**config.mk**
```make
export PLATFORM = sky130hd
export DESIGN_NAME = mnw_ctrl
export DESIGN_NICKNAME = d
export VERILOG_FILES = /design/src/rtl/mnw_pkg.sv /design/src/rtl/mnw_ctrl.sv
export SDC_FILE = /design/constraint.sdc
export NUM_CORES = 1
export LEC_CHECK = 0
export BUFFER_PORTS_ARGS = -buffer_cell sky130_fd_sc_hd__buf_2
export CORE_MARGIN = 2
export CORE_UTILIZATION = 30
export DETAILED_ROUTE_END_ITERATION = 10
export GPL_ROUTABILITY_DRIVEN = 0
export REMOVE_ABC_BUFFERS = 1
export SETUP_SLACK_MARGIN = 0.05
export SLEW_MARGIN = 20
export SYNTH_ARGS = -nofsm -noshare
export SYNTH_HDL_FRONTEND = slang
export SYNTH_SLANG_ARGS = --single-unit
```
**constraint.sdc**
```tcl
create_clock -name clk -period 2.11 [get_ports clk]
set_input_delay 0.422 -clock clk [delete_from_list [all_inputs] [get_ports clk]]
set_output_delay 0.422 -clock clk [all_outputs]
set_load 0.02 [all_outputs]
```
**src/rtl/mnw_pkg.sv**
```systemverilog
// shared types and constants of the markov note walker
package mnw_pkg;

  localparam int KIND_W    = 3;
  localparam int NOTE_W    = 7;
  localparam int LEN_W     = 16;
  localparam int VEL_W     = 7;
  localparam int IDX_W     = 6;
  localparam int WIN_W     = 16;
  localparam int TRACK_W   = 4;
  localparam int RAND_BITS = 31;
  localparam int DIV_CNT_W = $clog2(RAND_BITS);

  typedef enum logic [KIND_W-1:0] {
    KIND_WRITE_VERTEX = 3'd0,
    KIND_ADD_EDGE     = 3'd1,
    KIND_SET_START    = 3'd2,
    KIND_BEGIN        = 3'd3,
    KIND_STEP         = 3'd4
  } kind_t;

  typedef enum logic [3:0] {
    ST_CLEAR,
    ST_IDLE,
    ST_DECODE,
    ST_EDGE_WR,
    ST_STEP_CNT,
    ST_SUM_RD,
    ST_SUM_ACC,
    ST_CHK,
    ST_DIV,
    ST_WALK_RD,
    ST_WALK_CMP,
    ST_LOAD
  } state_t;

  typedef struct packed {
    logic latch_item;
    logic clear_wr;
    logic vertex_wr;
    logic edge_add;
    logic start_wr;
    logic begin_ld;
    logic step_init;
    logic sum_acc;
    logic chk;
    logic div_step;
    logic walk_cmp;
    logic result_load;
  } cmd_t;

  typedef struct packed {
    logic [KIND_W-1:0] kind;
    logic              clear_done;
    logic              cnt_zero;
    logic              k_last;
    logic              total_zero;
    logic              div_done;
    logic              walk_hit;
    logic              res_empty;
  } sts_t;

endpackage

```
**src/rtl/mnw_ctrl.sv**
```systemverilog
// sequencing state machine of the note walker
module mnw_ctrl (
  input  logic            clk,
  input  logic            rst,
  input  logic            item_valid,
  output logic            item_ready,
  input  mnw_pkg::sts_t   sts,
  output mnw_pkg::cmd_t   cmd
);

  mnw_pkg::state_t state, state_next;

  always_ff @(posedge clk) begin
    if (rst) begin
      state <= mnw_pkg::ST_CLEAR;
    end else begin
      state <= state_next;
    end
  end

  always_comb begin
    state_next = state;
    unique case (state)
      mnw_pkg::ST_CLEAR: begin
        if (sts.clear_done) state_next = mnw_pkg::ST_IDLE;
      end
      mnw_pkg::ST_IDLE: begin
        if (item_valid) state_next = mnw_pkg::ST_DECODE;
      end
      mnw_pkg::ST_DECODE: begin
        unique case (sts.kind)
          mnw_pkg::KIND_ADD_EDGE: state_next = mnw_pkg::ST_EDGE_WR;
          mnw_pkg::KIND_STEP:     state_next = mnw_pkg::ST_STEP_CNT;
          default:                state_next = mnw_pkg::ST_IDLE;
        endcase
      end
      mnw_pkg::ST_EDGE_WR: state_next = mnw_pkg::ST_IDLE;
      mnw_pkg::ST_STEP_CNT: begin
        state_next = sts.cnt_zero ? mnw_pkg::ST_LOAD : mnw_pkg::ST_SUM_RD;
      end
      mnw_pkg::ST_SUM_RD: state_next = mnw_pkg::ST_SUM_ACC;
      mnw_pkg::ST_SUM_ACC: begin
        state_next = sts.k_last ? mnw_pkg::ST_CHK : mnw_pkg::ST_SUM_RD;
      end
      mnw_pkg::ST_CHK: begin
        state_next = sts.total_zero ? mnw_pkg::ST_LOAD : mnw_pkg::ST_DIV;
      end
      mnw_pkg::ST_DIV: begin
        if (sts.div_done) state_next = mnw_pkg::ST_WALK_RD;
      end
      mnw_pkg::ST_WALK_RD: state_next = mnw_pkg::ST_WALK_CMP;
      mnw_pkg::ST_WALK_CMP: begin
        state_next = (sts.walk_hit || sts.k_last) ? mnw_pkg::ST_LOAD : mnw_pkg::ST_WALK_RD;
      end
      mnw_pkg::ST_LOAD: begin
        if (sts.res_empty) state_next = mnw_pkg::ST_IDLE;
      end
      default: state_next = mnw_pkg::ST_IDLE;
    endcase
  end

  always_comb begin
    cmd        = '0;
    item_ready = 1'b0;
    unique case (state)
      mnw_pkg::ST_CLEAR:    cmd.clear_wr = 1'b1;
      mnw_pkg::ST_IDLE: begin
        item_ready     = 1'b1;
        cmd.latch_item = item_valid;
      end
      mnw_pkg::ST_DECODE: begin
        cmd.vertex_wr = (sts.kind == mnw_pkg::KIND_WRITE_VERTEX);
        cmd.start_wr  = (sts.kind == mnw_pkg::KIND_SET_START);
        cmd.begin_ld  = (sts.kind == mnw_pkg::KIND_BEGIN);
      end
      mnw_pkg::ST_EDGE_WR:  cmd.edge_add  = 1'b1;
      mnw_pkg::ST_STEP_CNT: cmd.step_init = 1'b1;
      mnw_pkg::ST_SUM_RD:   ;
      mnw_pkg::ST_SUM_ACC:  cmd.sum_acc   = 1'b1;
      mnw_pkg::ST_CHK:      cmd.chk       = 1'b1;
      mnw_pkg::ST_DIV:      cmd.div_step  = 1'b1;
      mnw_pkg::ST_WALK_RD:  ;
      mnw_pkg::ST_WALK_CMP: cmd.walk_cmp  = 1'b1;
      mnw_pkg::ST_LOAD:     cmd.result_load = sts.res_empty;
      default: ;
    endcase
  end

endmodule

```
**Word level (Yosys, flattened, before mapping)**

Cells that the tools add are included.

- ROM bits: 0
- Memory bits (writable): 0
- Output and inout bits: 13
- Bits in latches: 0
- Flip-flop bits (word level): 4
- Memories kept: 0
- Input port bits: 13
- Word-level logic and storage cells: 46

- Mux-type cells: 22
- Bitwise operators: 0
- Add/sub/neg operators: 0
- Multipliers: 0
- Div/mod/pow operators: 0
- Shifts and indexed selects: 0
- Eq/ne operators: 19
- Reduce and logical (&&, ||, !) cells: 4
- Order comparisons: 0

Operator list:

| cell | count |
|---|---|
| 4-bit one-hot mux with 11 select lines | 1 |
| 4-bit 2-to-1 mux | 5 |
| 4-bit by 3-bit equality test with 1-bit output (second input constant) | 4 |
| 4-bit equality test (second input constant) | 4 |
| 1-bit 2-to-1 mux | 11 |
| 4-bit by 2-bit equality test with 1-bit output (second input constant) | 2 |
| 2-bit 2-to-1 mux | 4 |
| 2-bit inequality test (second input constant) | 4 |
| 3-bit by 2-bit equality test with 1-bit output (second input constant) | 2 |
| 3-bit one-hot mux with 2 select lines | 1 |
| 4-bit by 1-bit equality test with 1-bit output (second input constant) | 1 |
| 4-bit zero test | 1 |
| 4-bit AND reduction | 1 |
| 3-bit by 1-bit equality test with 1-bit output (second input constant) | 1 |
| 3-bit equality test (second input constant) | 1 |
| 3-bit zero test | 1 |
| 1-bit logical OR | 1 |

**Depth between registers and ports, before layout**

Gate-level depths: netlist of run 1.

- Depth after elaboration: 3
- Gate-level depth with buffers: 6
- Gate-level depth less buffers: 4

**Worst setup path after synthesis of run 1**

OpenSTA, ideal clock, no wires.

- Kind: register to output
- Start: reg state[2]
- End: out cmd[11] (netlist name)
- Buffers on the path: 1
- Data arrival time: 1.556 ns
- Setup slack: 0.132 ns
- Cell stages (with the launch flop): 5
- Cells stage by stage: dfxtp_1 -> buf_2 -> or2_4 -> nor3_1 -> and2_1

RTL lines:

| what | line | RTL |
|---|---|---|
| from (decl) | mnw_ctrl.sv:11 | `mnw_pkg::state_t state, state_next;` |
| from (signal assigned) | mnw_ctrl.sv:15 | `state <= mnw_pkg::ST_CLEAR;` |
| from (signal assigned) | mnw_ctrl.sv:17 | `state <= state_next;` |
| to (decl) | mnw_ctrl.sv:8 | `output mnw_pkg::cmd_t cmd` |

==> run summary, run 1 <==
status: finished, final reports clean
Worst Setup End Kind: primary output
post-route cell area: 663 µm²
most frequent cells after synthesis: nor2_1 (9), nor3_1 (8), a21oi_1 (5), dfxtp_1 (4), nand2_1 (4)
Top Ports: 26
fillcell total: 173
clock-pin slew on the worst setup and hold paths: 0.04 ns
Post-Place Cell Area: 632 µm²
RSZ-0062 raised after global routing: false
DRC viols: 0
gr busiest metal: met2
worst hold-check path type: in2reg
synthesized area: 504 µm²
largest net degree at the start of global routing: 16
first-pass GRT wire length: 2030 µm
pwr dens: 988 nW/µm²
TritonCTS Buffers: 3
row count: 14
met1 Use GR: 18.7%
Setup WS pre-CTS: 0.378 ns
WL per Instance: 11.9 µm
Longest Clk Path Bufs: 2
clock skew: 0.00262 ns
Register Area: 80.1 µm²
CTS tree: built
CP Max Fanout: 15
Clock Latency Late Sink: 0.23 ns
Distinct cells, synth: 36
DR iter-0 viols: 11
antenna viol nets, final: 0
Cells after Synth: 71
initial antenna violation count: 0
Final Cycle Share: 92.7%
crit path max-delay cell type: dfxtp_1
# port buffers: 25
syn_area_per_cell: 7.10 µm²
area leader, netlist: dfxtp_1
Crit Path Category: reg2out
setup TNS: 0 ns
Top reg by flops: state
clock sinks: 4
#FFs+latches synth: 4
ANT cells: 0
DRT Wirelength: 1340 µm
FFs w/ async S/R, synth: 0%
Leak: 0.306 nW
Tightest Pin Transition: 0.487 ns
area of the multi-input gates: 379 µm²
Worst Path Buf+Inv: 1
max frequency: 511 MHz
Final Critical Period: 1.96 ns
initial core utilization: 32.7%
vias in the first global route: 490
Yosys warnings: 0
fraction of layout cells with a size suffix above 1: 38.1%
Area contributors post-synth: dfxtp_1 (16%), nor3_1 (7.9%), nor2_1 (6.7%), a21oi_1 (5.0%), buf_6 (4.5%)
Die W: 45.0 µm
Congestion Overflow GR: 0
setup ws final: 0.154 ns
via/cell ratio: 5.42
Vias: 612
CTS Hold Bufs: 0
GRT Total Usage: 13.1%
Pins Over Slew Limit: 0
final hold vios: 0
Die H: 45.0 µm
required time worst endpoint: 1.69 ns
post-layout util: 43.0%
max reg flops: 4
Peak VDD IR: 0.452 mV
crit path cell chain: or2_4, nor3_1, and3_1, buf_2
delay-heaviest family, CP: simple AND/OR/NAND/NOR gates
Die Area: 2020 µm²
Post-DP HPWL: 1040 µm
Post-synth EDFFs: 0
met2 Track Usage GR: 20.3%
Core Area: 1540 µm²
crit path DAT: 1.53 ns
met3 Usage GRT: 2.40%
Synth top area share: 15.9%
Layout Nets: 112
dominant cell by count in the synthesized netlist: nor2_1
normalized max-slew margin: 66.7%
CTS root buf: clkbuf_4
Seq/Total Area, Yosys: 15.9%
Area growth, synth to finish: 31.5%
ys flop type: dfxtp_1
max-cap violations: 0
Pre-Repair DR Iteration Count: 4
Final setup viols: 0
CP peak stage delay: 0.44 ns
postcts setup bufs: 0
type of origin of the critical path: flip-flop
H-tree levels: 1
biggest registers after layout: state (4)
## area by class of cell
type / instances / share of cell area (%)
repair buffers: 28 / 22.3
well taps: 16 / 3.02
flip-flops and latches: 4 / 12.1
multi-input cells: 59 / 57.2
clock buffers: 3 / 3.40
inverters: 3 / 2.08
## report_power, final
part           switching (W)  total [W]  internal [W]
Sequential         0.0000663   0.000163     0.0000970
Clock              0.0000307  0.0000943     0.0000636
Combinational       0.000216   0.000398      0.000182
## kinds of logic (layout without fill, tap and decap cells)
| logic type | count (synthesis) | in the layout | synth area share [%] |
|---|---|---|---|
| AND/OR/NAND/NOR | 39 | 39 | 43.2 |
| AO/OA/AOI/OAI | 18 | 18 | 26.1 |
| buffers and inverters | 8 | 34 | 10.7 |
| flip-flops | 4 | 4 | 15.9 |
| multiplexers | 2 | 2 | 4.22 |
## cells in the final DEF, fill, tap and decap left out, types with 2 or more instances in the layout
cell type and n:
buf_2 25, nor2_1 9, nor3_1 8, a21oi_1 5
nand2_1 4, dfxtp_1 4, or3_1 3, clkbuf_4 3
buf_4 3, nand2b_1 2, inv_1 2, nor4_2 2
nor2b_1 2, a211oi_1 2, o21ai_0 2
## stage by stage
step | total power, W | cells | hold WS (ns)
2_1_floorplan | 0.000440 | 66 | 0.494
3_3_place_gp | 0.000556 | 110 | 0.595
3_5_place_dp | 0.000556 | 110 | 0.586
4_1_cts | 0.000654 | 113 | 0.403
5_1_grt | 0.000717 | 113 | 0.403
6_report | 0.000655 | 113 | 0.410
## routing by layer
metal / part of all wire (%) / vias up / wire, µm
li1: - / 317 / -
met1: 47 / 277 / 635
met2: 47 / 18 / 633
met3: 5.5 / 0 / 74
met4: 0 / 0 / 0
met5: 0 / - / 0
## path summary, 6_finish.rpt
check / start / end / slack (ns) / cells past startpoint
worst max-delay path: state[3] / cmd[6] / 0.15 / 4
worst min-delay path: rst / state[0] / 0.41 / 2
worst max register to register: state[3] / state[0] / 0.40 / 4
worst min register to register: state[1] / state[2] / 0.60 / 2
## what timing repair did
item	in CTS	in global routing
setup endpoints to repair	0	1
gates resized for setup	0	2
hold endpoints to repair	0	0
(Power assumes the default switching activity.)
==> inputs of run 2 (changes only) <==
RECOVER_POWER = 50   (was not set)
==> run 2 against run 1 <==
Against the previous run: final cell count unchanged; via count increased by 0.33%; setup slack hardly changed; critical path depth did not move; flip-flop and latch count did not move; count of clock-buffer cells in the layout did not move; sequential share of layout area is 0.21 points higher; wire length fell by 0.97%; critical path type unchanged.
==> run summary, run 2 (synthesized netlist as in run 1, its figures left out) <==
Pre-Repair DR Iteration Count: 4
worst hold-check path type: in2reg
Area growth, synth to finish: 29.3%
post-route cell area: 652 µm²
DR iter-0 viols: 4
via/cell ratio: 5.43
Hold Path Origin: rst
Die Area: 2020 µm²
Die H: 45.0 µm
Final setup viols: 0
# port buffers: 25
biggest registers after layout: state (4)
Congestion Overflow GR: 0
dpl cells: 110
type of origin of the critical path: flip-flop
CTS root buf: clkbuf_4
CP peak stage delay: 0.44 ns
Worst Hold Endpoint: state[0]
normalized max-slew margin: 64.7%
status: finished, final reports clean
Longest Clk Path Bufs: 2
max-cap violations: 0
crit path max-delay cell type: dfxtp_1
CTS tree: built
final std cells w/o fill: 113
Final Cycle Share: 92.7%
Tightest Pin Transition: 0.524 ns
pwr dens: 986 nW/µm²
first-pass GRT wire length: 2030 µm
antenna viol nets, final: 0
Worst Setup End Kind: primary output
H-tree levels: 1
Final Critical Period: 1.96 ns
clock sinks: 4
required time worst endpoint: 1.69 ns
reg2reg end: state[0]
clock-pin slew on the worst setup and hold paths: 0.04 ns
Post-DP HPWL: 1040 µm
ANT cells: 0
Pins Over Slew Limit: 0
setup TNS: 0 ns
crit path cell chain: or2_4, nor3_1, and3_1, buf_2
final hold vios: 0
DRT Wirelength: 1330 µm
GRT Total Usage: 13.1%
WL per Instance: 11.8 µm
DRC viols: 0
Core Area: 1540 µm²
largest net degree at the start of global routing: 16
commonest non-fill, non-tap cells in the layout: buf_2 (21), nor2_1 (9), nor3_1 (8), a21oi_1 (5)
hold path depth: 2
Layout Nets: 112
Top reg by flops: state
r2r worst-path depth: 4
RSZ-0062 raised after global routing: false
max reg flops: 4
row count: 14
RR Startpoint: state[3]
crit path DAT: 1.53 ns
TritonCTS Buffers: 3
Die W: 45.0 µm
Worst Path Buf+Inv: 1
max frequency: 511 MHz
Leak: 0.290 nW
initial antenna violation count: 0
CP Max Fanout: 15
postcts setup bufs: 0
Crit Path Category: reg2out
Vias: 614
leading cell type in the layout, fill and taps excluded: buf_2
Post-Place Cell Area: 632 µm²
Clock Latency Late Sink: 0.23 ns
vias in the first global route: 490
reg2reg setup slack: 0.26 ns
Top Ports: 26
delay-heaviest family, CP: simple AND/OR/NAND/NOR gates
Peak VDD IR: 0.445 mV
fraction of layout cells with a size suffix above 1: 33.0%
clock skew: 0.00267 ns
initial core utilization: 32.7%
run 2: cell count changes in the layout (fill, tap and decap cells not counted):
cell      previous run  this run
buf_2               25        21
clkbuf_1             0         4
nor4_1               0         1
nor4_2               2         1
run 2: final cells by class:
type | instances | area, µm²
fillers | 175 | 890
multi-input cells | 59 | 373
repair buffers | 28 | 143
flip-flops and latches | 4 | 80.1
clock buffers | 3 | 22.5
well taps | 16 | 20.0
inverters | 3 | 13.8
run 2: worst register-to-register path, delay by kind of cell (launching register included):
family	cells	cell delay, ns
compound gates	1	0.25
simple gates	2	0.54
flops	1	0.59
mux	1	0.37
run 2: repair_timing:
item | CTS | global route
endpoints found under the setup margin | 0 | 1
resized for setup | 0 | 2
hold buffers | 0 | 0
run 2: power by group:
| group | switching, W | total (W) | internal, W | leakage, nW |
|---|---|---|---|---|
| logic | 0.000215 | 0.000387 | 0.000173 | 0.243 |
| registers | 0.0000646 | 0.000162 | 0.0000970 | 0.0328 |
| clock network | 0.0000303 | 0.0000939 | 0.0000636 | 0.0138 |
| total | 0.000310 | 0.000643 | 0.000333 | 0.290 |
run 2: how the worst max path moves through the flow:
stage | start | end | slack (ns) | depth (start not counted)
finish | state[3] | cmd[6] | 0.15 | 4
global route | state[3] | cmd[0] | 0.05 | 3
CTS | state[0] | cmd[9] | 0.13 | 4
detailed placement | state[0] | cmd[9] | 0.38 | 4
global placement | state[3] | cmd[9] | 0.42 | 4
floorplan | state[3] | cmd[11] | 0.18 | 3
run 2: routing by layer:
layer	track usage [%]	part of all wire, %	vias up
met1	18.7	47	276
met4	3.53	0	0
met3	2.40	5.6	0
li1	-	-	317
met5	0	0	-
met2	20.3	48	21
run 2: per-stage QoR:
step / setup WS [ns] / utilization [%] / hold WS, ns / total power, W
after floorplan: 0.183 / - / 0.494 / 0.000440
after global placement: 0.417 / 41.0 / 0.595 / 0.000556
after detailed placement: 0.378 / 41.0 / 0.586 / 0.000556
after CTS: 0.131 / 42.5 / 0.403 / 0.000654
after global routing: 0.0539 / 42.3 / 0.403 / 0.000705
final: 0.154 / 42.3 / 0.409 / 0.000643
